==> src/rtl/sh24_pkg.sv <==
`timescale 1ns / 1ps
// ----------------------------------------------------------------------------
// SipHash-2-4 package
// Shared widths, initialisation constants, codes and helper functions.
// ----------------------------------------------------------------------------
package sh24_pkg;

  localparam int WordW   = 64;
  localparam int ByteW   = 8;
  localparam int CfgIdxW = 2;

  localparam logic [WordW-1:0] SIP_C0 = 64'h736f6d6570736575;
  localparam logic [WordW-1:0] SIP_C1 = 64'h646f72616e646f6d;
  localparam logic [WordW-1:0] SIP_C2 = 64'h6c7967656e657261;
  localparam logic [WordW-1:0] SIP_C3 = 64'h7465646279746573;
  localparam logic [WordW-1:0] SIP_FIN_XOR = 64'h00000000000000ff;

  // Configuration register indexes.
  localparam logic [CfgIdxW-1:0] CFG_KEY_LOW  = 2'd0;
  localparam logic [CfgIdxW-1:0] CFG_KEY_HIGH = 2'd1;

  // Item actions.
  localparam logic ACT_ABSORB = 1'b0;
  localparam logic ACT_FINISH = 1'b1;

  // The four mixing words.
  typedef struct packed {
    logic [WordW-1:0] v0;
    logic [WordW-1:0] v1;
    logic [WordW-1:0] v2;
    logic [WordW-1:0] v3;
  } sip_state_t;

  // Rotate left by a constant amount.
  function automatic logic [WordW-1:0] rotl64(input logic [WordW-1:0] x, input int n);
    rotl64 = (x << n) | (x >> (WordW - n));
  endfunction

  // Starting state derived from the key.
  function automatic sip_state_t sip_init(input logic [WordW-1:0] k0,
                                          input logic [WordW-1:0] k1);
    sip_state_t s;
    s.v0 = SIP_C0 ^ k0;
    s.v1 = SIP_C1 ^ k1;
    s.v2 = SIP_C2 ^ k0;
    s.v3 = SIP_C3 ^ k1;
    sip_init = s;
  endfunction

endpackage

==> src/rtl/sh24_in_if.sv <==
`timescale 1ns / 1ps
// ----------------------------------------------------------------------------
// SipHash input channel
// Valid/ready channel carrying one absorb or finish item.
// ----------------------------------------------------------------------------
interface sh24_in_if
  import sh24_pkg::*;
  ();
  logic             valid;
  logic             ready;
  logic             action;
  logic [ByteW-1:0] data_byte;

  modport source (output valid, output action, output data_byte, input ready);
  modport sink   (input valid, input action, input data_byte, output ready);
endinterface

==> src/rtl/sh24_out_if.sv <==
`timescale 1ns / 1ps
// ----------------------------------------------------------------------------
// SipHash result channel
// Valid/ready channel carrying one 64-bit hash item.
// ----------------------------------------------------------------------------
interface sh24_out_if
  import sh24_pkg::*;
  ();
  logic             valid;
  logic             ready;
  logic [WordW-1:0] hash_value;

  modport source (output valid, output hash_value, input ready);
  modport sink   (input valid, input hash_value, output ready);
endinterface

==> src/rtl/siphash_2_4_stream_hasher.sv <==
`timescale 1ns / 1ps
// ----------------------------------------------------------------------------
// SipHash-2-4 stream hasher
// Keyed SipHash-2-4 over a byte stream, with one shared half-round unit.
// ----------------------------------------------------------------------------
// Usage:
//   The key is written through the cfg_ port (index 0 key low, index 1 key
//   high) while the block is idle; each write restarts the current message.
//   Items on in_ch either absorb one message byte or finish the message.
//   An absorb item is packed into the pending word, except every eighth byte,
//   which completes the word and then runs four half-rounds (two SipRounds).
//   A finish item runs, after the accept, four half-rounds for the last
//   block, eight half-rounds for the four final rounds and then the output
//   step that forms the hash, which then appears on out_ch.
//   The rate is set by the single half-round unit: one half SipRound (two
//   64-bit adds with their rotates) per cycle. in_ch.ready is high only while
//   the sequencer is idle and no key write is under way.
//   The hash sits in an output register; if the receiver stalls, further
//   absorb items are still taken, and a later finish waits until the held
//   hash has been taken. Reset clears the key to zero and starts an empty
//   message; no hash is pending after reset.
// ----------------------------------------------------------------------------
module siphash_2_4_stream_hasher
  import sh24_pkg::*;
(
  input  logic               clk,
  input  logic               rst_n,
  sh24_in_if.sink            in_ch,
  sh24_out_if.source         out_ch,
  input  logic               cfg_wr_en,
  input  logic [CfgIdxW-1:0] cfg_index,
  input  logic [WordW-1:0]   cfg_data
);

  // Sequencer states.
  localparam logic [1:0] S_IDLE = 2'd0;
  localparam logic [1:0] S_MIX  = 2'd1;
  localparam logic [1:0] S_FIN  = 2'd2;
  localparam logic [1:0] S_OUT  = 2'd3;

  localparam logic [2:0] MixLastHalf = 3'd3;
  localparam logic [2:0] FinLastHalf = 3'd7;

  logic [1:0]       state_r, state_nxt;
  logic [2:0]       half_r, half_nxt;
  logic             fin_r, fin_nxt;
  logic [WordW-1:0] key_low_r, key_low_nxt;
  logic [WordW-1:0] key_high_r, key_high_nxt;
  sip_state_t       v_r, v_nxt;
  logic [WordW-1:0] pend_r, pend_nxt;
  logic [ByteW-1:0] cnt_r, cnt_nxt;
  logic [WordW-1:0] msg_r, msg_nxt;
  logic             out_valid_r, out_valid_nxt;
  logic [WordW-1:0] out_hash_r, out_hash_nxt;

  logic             in_acc;
  logic             out_free;
  logic [2:0]       lane;
  logic [WordW-1:0] word_full;
  logic [WordW-1:0] last_block;
  sip_state_t       rnd;

  // Shared half-round unit: even steps run the first half of a SipRound,
  // odd steps the second half. The two adders are shared between halves.
  logic             phase_b;
  logic [WordW-1:0] sum_a, sum_c;
  logic [WordW-1:0] add_a_op, add_c_op;

  assign phase_b  = half_r[0];
  assign add_a_op = phase_b ? v_r.v3 : v_r.v1;
  assign add_c_op = phase_b ? v_r.v1 : v_r.v3;
  assign sum_a    = v_r.v0 + add_a_op;
  assign sum_c    = v_r.v2 + add_c_op;

  always_comb begin
    if (!phase_b) begin
      rnd.v0 = rotl64(sum_a, 32);
      rnd.v1 = rotl64(v_r.v1, 13) ^ sum_a;
      rnd.v2 = sum_c;
      rnd.v3 = rotl64(v_r.v3, 16) ^ sum_c;
    end else begin
      rnd.v0 = sum_a;
      rnd.v1 = rotl64(v_r.v1, 17) ^ sum_c;
      rnd.v2 = rotl64(sum_c, 32);
      rnd.v3 = rotl64(v_r.v3, 21) ^ sum_a;
    end
  end

  // Handshake and byte packing.
  assign in_ch.ready       = (state_r == S_IDLE) && !cfg_wr_en;
  assign in_acc            = in_ch.valid && in_ch.ready;
  assign out_free          = !out_valid_r || out_ch.ready;
  assign out_ch.valid      = out_valid_r;
  assign out_ch.hash_value = out_hash_r;

  assign lane = cnt_r[2:0];

  always_comb begin
    word_full = pend_r;
    word_full[lane*ByteW +: ByteW] = in_ch.data_byte;
  end

  assign last_block = pend_r | {cnt_r, {(WordW-ByteW){1'b0}}};

  // Sequencer and datapath next state.
  always_comb begin
    state_nxt     = state_r;
    half_nxt      = half_r;
    fin_nxt       = fin_r;
    key_low_nxt   = key_low_r;
    key_high_nxt  = key_high_r;
    v_nxt         = v_r;
    pend_nxt      = pend_r;
    cnt_nxt       = cnt_r;
    msg_nxt       = msg_r;
    out_valid_nxt = out_valid_r;
    out_hash_nxt  = out_hash_r;

    if (out_valid_r && out_ch.ready) begin
      out_valid_nxt = 1'b0;
    end

    case (state_r)
      S_IDLE: begin
        if (cfg_wr_en && (cfg_index == CFG_KEY_LOW || cfg_index == CFG_KEY_HIGH)) begin
          // A key write restarts the message from the new key.
          if (cfg_index == CFG_KEY_LOW) begin
            key_low_nxt = cfg_data;
          end else begin
            key_high_nxt = cfg_data;
          end
          v_nxt    = sip_init(key_low_nxt, key_high_nxt);
          pend_nxt = '0;
          cnt_nxt  = '0;
        end else if (in_acc) begin
          half_nxt = '0;
          if (in_ch.action == ACT_ABSORB) begin
            cnt_nxt = cnt_r + 8'd1;
            if (lane == 3'd7) begin
              // Word complete: fold it into v3 and run two rounds.
              msg_nxt   = word_full;
              v_nxt.v3  = v_r.v3 ^ word_full;
              pend_nxt  = '0;
              fin_nxt   = 1'b0;
              state_nxt = S_MIX;
            end else begin
              pend_nxt = word_full;
            end
          end else begin
            // Final block carries the length byte in its top lane.
            msg_nxt   = last_block;
            v_nxt.v3  = v_r.v3 ^ last_block;
            fin_nxt   = 1'b1;
            state_nxt = S_MIX;
          end
        end
      end

      S_MIX: begin
        v_nxt    = rnd;
        half_nxt = half_r + 3'd1;
        if (half_r == MixLastHalf) begin
          v_nxt.v0 = rnd.v0 ^ msg_r;
          half_nxt = '0;
          if (fin_r) begin
            v_nxt.v2  = rnd.v2 ^ SIP_FIN_XOR;
            state_nxt = S_FIN;
          end else begin
            state_nxt = S_IDLE;
          end
        end
      end

      S_FIN: begin
        v_nxt    = rnd;
        half_nxt = half_r + 3'd1;
        if (half_r == FinLastHalf) begin
          state_nxt = S_OUT;
        end
      end

      S_OUT: begin
        // Wait for the output register, then restart the message.
        if (out_free) begin
          out_hash_nxt  = v_r.v0 ^ v_r.v1 ^ v_r.v2 ^ v_r.v3;
          out_valid_nxt = 1'b1;
          v_nxt         = sip_init(key_low_r, key_high_r);
          pend_nxt      = '0;
          cnt_nxt       = '0;
          fin_nxt       = 1'b0;
          state_nxt     = S_IDLE;
        end
      end

      default: begin
        state_nxt = S_IDLE;
      end
    endcase
  end

  // Control and state registers.
  always_ff @(posedge clk) begin
    if (!rst_n) begin
      state_r     <= S_IDLE;
      half_r      <= '0;
      fin_r       <= 1'b0;
      key_low_r   <= '0;
      key_high_r  <= '0;
      v_r         <= sip_init('0, '0);
      pend_r      <= '0;
      cnt_r       <= '0;
      out_valid_r <= 1'b0;
    end else begin
      state_r     <= state_nxt;
      half_r      <= half_nxt;
      fin_r       <= fin_nxt;
      key_low_r   <= key_low_nxt;
      key_high_r  <= key_high_nxt;
      v_r         <= v_nxt;
      pend_r      <= pend_nxt;
      cnt_r       <= cnt_nxt;
      out_valid_r <= out_valid_nxt;
    end
  end

  // Payload registers.
  always_ff @(posedge clk) begin
    msg_r      <= msg_nxt;
    out_hash_r <= out_hash_nxt;
  end

  // Checks on the sequencer.
  a_mix_half_bound: assert property (@(posedge clk) disable iff (!rst_n)
    (state_r == S_MIX) |-> (half_r <= MixLastHalf))
    else $error("mix step count out of range");

  a_finish_enters_mix: assert property (@(posedge clk) disable iff (!rst_n)
    (in_acc && in_ch.action == ACT_FINISH && !cfg_wr_en) |=> (state_r == S_MIX && fin_r))
    else $error("finish item did not start the final block");

  a_hash_from_out_state: assert property (@(posedge clk) disable iff (!rst_n)
    $rose(out_valid_r) |-> ($past(state_r) == S_OUT))
    else $error("hash presented outside the output step");

  a_top_lane_clear: assert property (@(posedge clk) disable iff (!rst_n)
    (state_r == S_IDLE) |-> (pend_r[WordW-1 -: ByteW] == '0))
    else $error("pending word top lane not clear while idle");

endmodule
==> src/flat_wrapper.sv <==
// flat-port wrapper written by rule: the top's interface ports become plain ports
module siphash_2_4_stream_hasher_flat import sh24_pkg::*;
  (clk, rst_n, cfg_wr_en, cfg_index, cfg_data, in_ch_valid, in_ch_action, in_ch_data_byte, in_ch_ready, out_ch_valid, out_ch_hash_value, out_ch_ready);
  sh24_in_if in_ch_i ();
  sh24_out_if out_ch_i ();
  input  logic clk;
  input  logic rst_n;
  input  logic cfg_wr_en;
  input  logic [CfgIdxW-1:0] cfg_index;
  input  logic [WordW-1:0] cfg_data;
  input wire logic [$bits(in_ch_i.valid)-1:0] in_ch_valid;
  input wire logic [$bits(in_ch_i.action)-1:0] in_ch_action;
  input wire logic [$bits(in_ch_i.data_byte)-1:0] in_ch_data_byte;
  output wire logic [$bits(in_ch_i.ready)-1:0] in_ch_ready;
  output wire logic [$bits(out_ch_i.valid)-1:0] out_ch_valid;
  output wire logic [$bits(out_ch_i.hash_value)-1:0] out_ch_hash_value;
  input wire logic [$bits(out_ch_i.ready)-1:0] out_ch_ready;
  assign in_ch_i.valid = in_ch_valid;
  assign in_ch_i.action = in_ch_action;
  assign in_ch_i.data_byte = in_ch_data_byte;
  assign in_ch_ready = in_ch_i.ready;
  assign out_ch_valid = out_ch_i.valid;
  assign out_ch_hash_value = out_ch_i.hash_value;
  assign out_ch_i.ready = out_ch_ready;
  siphash_2_4_stream_hasher u_core (.clk(clk), .rst_n(rst_n), .in_ch(in_ch_i), .out_ch(out_ch_i), .cfg_wr_en(cfg_wr_en), .cfg_index(cfg_index), .cfg_data(cfg_data));
endmodule
==> config.mk <==
export PLATFORM = sky130hd
export DESIGN_NAME = siphash_2_4_stream_hasher_flat
export DESIGN_NICKNAME = d
export VERILOG_FILES = /design/src/rtl/sh24_pkg.sv /design/src/rtl/sh24_in_if.sv /design/src/rtl/sh24_out_if.sv /design/src/rtl/siphash_2_4_stream_hasher.sv /design/src/flat_wrapper.sv
export SDC_FILE = /design/constraint.sdc
export NUM_CORES = 2
export LEC_CHECK = 0
export BUFFER_PORTS_ARGS = -buffer_cell sky130_fd_sc_hd__buf_2
export CORE_ASPECT_RATIO = 1.75
export CORE_MARGIN = 2
export CORE_UTILIZATION = 38
export DETAILED_ROUTE_END_ITERATION = 8
export PLACE_DENSITY_LB_ADDON = 0.25
export SKIP_LAST_GASP = 1
export SLEW_MARGIN = 20
export SYNTH_ARGS = -nofsm -noshare
export SYNTH_HDL_FRONTEND = slang
export SYNTH_SLANG_ARGS = --single-unit
export TNS_END_PERCENT = 5
==> constraint.sdc <==
create_clock -name clk -period 5.67 [get_ports clk]
set_input_delay 0.2835 -clock clk [delete_from_list [all_inputs] [get_ports clk]]
set_output_delay 0.2835 -clock clk [all_outputs]
set_load 0.1 [all_outputs]
==> impl_metrics.py <==
metrics = {
    "status": {
        "status": "finished, final reports clean",
    },
    "grt": {
        "grt_usage": 0.534,
        "grt_pass1_vias": 47400,
        "grt_pass1_wl_um": 428000,
        "overflow": 0,
        "grt_max_degree": 142,
        "grt_antenna_before_repair": 37,
    },
    "run": {
        "maxCapViolations": 0,
    },
    "die": {
        "die_w_um": 262,
        "coreArea_sq_mm": 0.116,
        "die-area_sq_mm": 0.119,
        "fp-row-count": 165,
        "die_h_um": 455,
        "io_pins": 146,
        "start_util": 0.383,
    },
    "synthesis": {
        "seq_area_frac_synth": 0.296,
        "synth_cells": 5626,
        "synthArstFlopShare": 0,
        "syn_area_sq_mm": 0.0443,
        "synth_top_cell_area_share": 0.209,
        "syn_nets": 5847,
        "syn_area_per_cell_sq_um": 7.87,
        "ys.flop_type": "dfxtp_1",
        "synth_seq_cells": 591,
        "synth_area_leaders": "dfxtp_1 (21%), edfxtp_1 (8.7%), xnor2_1 (7.8%)",
        "synth-edff-count": 128,
        "yosysUniqueCellTypes": 86,
        "synth_top_area_cell": "dfxtp_1",
        "yosys_warnings": 0,
    },
    "setup_path": {
        "crit_arrival_ns": 6.27,
        "critPathRequiredTime_ns": 6.34,
        "critPathLaunchType": "flip-flop",
        "cp_max_fo": 11,
        "r2r_slack_ns": 0.07,
        "crit_type": "flip-flop to flip-flop",
        "crit_path_end_kind": "flip-flop",
    },
    "timing": {
        "rsz0062_at_grt": "yes",
        "setup_viol": 0,
        "slew_violations": 0,
        "fin_crit_sh": 0.987,
        "finClkSkew_ns": 0.0559,
        "post-route-min-period_ns": 5.60,
        "layout_setup_ws_ns": 0.0712,
        "fmax_mhz": 179,
        "hold_viol": 0,
        "maxSlewHeadroom": 0.0249,
        "worstMarginPinSlew_ns": 1.46,
    },
    "power_and_ir_drop": {
        "p_leak_nw": 19.8,
        "pwr_density_cell_mw_per_mm2": 540,
        "totalPowerFinal_mw": 28.0,
        "max-vdd-ir-drop_v": 0.000350,
    },
    "clock_network": {
        "worstSkewPairLatency_ns": 0.75,
        "clkTransAtPathRegs_ns": 0.07,
        "cts_buffers": 67,
        "cts_post_setup_buffers_inserted": 0,
        "cts_max_level": 3,
        "clk_path_buf_depth": 3,
        "cts_root_buf": "clkbuf_16",
        "tritoncts": "done",
        "clock_sinks": 591,
    },
    "route": {
        "drc": 0,
        "first_pass_iters": 8,
        "drtAntennaViolNets": 0,
        "drt-vias-per-instance": 6.85,
        "routed_wl_um": 326000,
        "vias": 51000,
        "wire_per_inst_um": 43.8,
        "drt_iter0_drc": 8151,
    },
    "worst_hold_path": {
        "holdCritPathClass": "input pin to flip-flop",
    },
    "final_layout": {
        "layout_commonest_cell": "nand2_1",
        "utilization": 0.449,
        "final_cell_mix": "nand2_1 (779), a21oi_1 (578), dfxtp_1 (462)",
        "drive_gt1_frac": 0.169,
        "nNetsFinal": 6081,
        "area_growth_pct": 17.4,
    },
    "placement": {
        "preCtsSetupSlack_ns": 0.197,
        "place_hpwl_um": 248000,
        "port_buffers": 145,
        "place.gp.congestion": 1.13,
    },
}
metal layers:
layer  vias up  part of all wire  GRT usage
li1      20700                 -          -
met1     24700              0.33      0.578
met2      4156              0.41      0.759
met3      1515              0.13      0.225
met4        14              0.13      0.531
met5         -           0.00068    0.00912
path summary, 6_finish.rpt:
check / start / depth (start not counted) / to
worst max-delay path: u_core.half_r[0] / 16 / u_core.v_r[202]
worst min-delay path: cfg_data[43] / 3 / u_core.key_high_r[43]
worst max register to register: u_core.half_r[0] / 16 / u_core.v_r[202]
worst min register to register: u_core.key_low_r[37] / 2 / u_core.key_low_r[37]
timing repair:
action / CTS / global route
hold buffers: 64 / 0
endpoints found under the hold margin: 99 / 0
resized for setup: 0 / 2
setup endpoints to repair: 0 / 3
synthesized netlist by cell type, types with 66 or more instances:
cell type / number
nand2_1: 782
xnor2_1: 394
a21oi_1: 578
mux2_2: 200
nand3_1: 128
mux2i_1: 114
xor2_1: 266
inv_1: 69
o21ai_0: 358
a221oi_1: 69
a211oi_1: 92
nor2_1: 405
nor3_1: 76
clkbuf_1: 456
o211ai_1: 66
dfxtp_1: 463
ha_1: 139
a21o_1: 71
a22oi_1: 76
edfxtp_1: 128
critical path: stages, from the launching register on:
cell and delay, ns:
dfxtp_4 0.46, mux2_2 0.36, ha_1 0.23, fa_1 0.46, a211oi_1 0.31, o21bai_1 0.21
a2111o_1 0.53, and3_1 0.25, a21o_1 0.27, a21o_1 0.29, or2_1 0.38, xor2_1 0.23
buf_4 0.22, mux2i_1 0.81, mux2i_1 0.26, o21ai_0 0.10, o21ai_0 0.15
layout make-up:
type | count | area, sq um
tap | 1503 | 1880
clock inverter | 25 | 279
fill | 11900 | 63700
timing repair buffer | 670 | 5030
inverter | 72 | 279
antenna | 25 | 62.6
sequential | 591 | 13100
clock buffer | 99 | 1930
multi-input combinational | 4458 | 29400
report_power, final:
part           switching [mW]  leakage (nW)  total [mW]  internal, mW
combinational            11.9          13.7        17.4          5.45
clock                    2.20          1.08        4.74          2.53
sequential               1.10          4.98        5.91          4.81
total                    15.2          19.8        28.0          12.8
kinds of logic (layout without fill, tap and decap cells):
group,Yosys count,after routing,share of synthesized area
compound gates,1739,1739,0.251
simple gates,1600,1600,0.155
xor+xnor,663,663,0.132
flops,591,591,0.296
buf+inv,577,866,0.0491
mux,315,315,0.0772
fa+ha+maj,141,141,0.0402
other cells,0,25,0
stage by stage:
| stage | setup TNS [ns] | hold WS, ns | std cells | instance area, sq um |
|---|---|---|---|---|
| final | 0 | 0.0282 | 7443 | 51900 |
| after global routing | -0.0107 | 0.0873 | 7423 | 51900 |
| after CTS | 0 | 0.0480 | 7417 | 51800 |
| after detailed placement | 0 | 0.455 | 7229 | 48900 |
| after global placement | 0 | 0.454 | 7229 | 48900 |
| after floorplan | 0 | 0.419 | 5626 | 44300 |
state kept, by name, summed over array words and instances (netlist names), named ones only:
signal and cells:
u_core.cnt_r 8, u_core.fin_r 1, u_core.half_r 3, u_core.key_high_r 64, u_core.key_low_r 64, u_core.msg_r 64, u_core.out_ch.hash_value 64, u_core.out_ch.valid 1
u_core.pend_r 64, u_core.state_r 1, u_core.v_r 256
(Power assumes the default switching activity.)
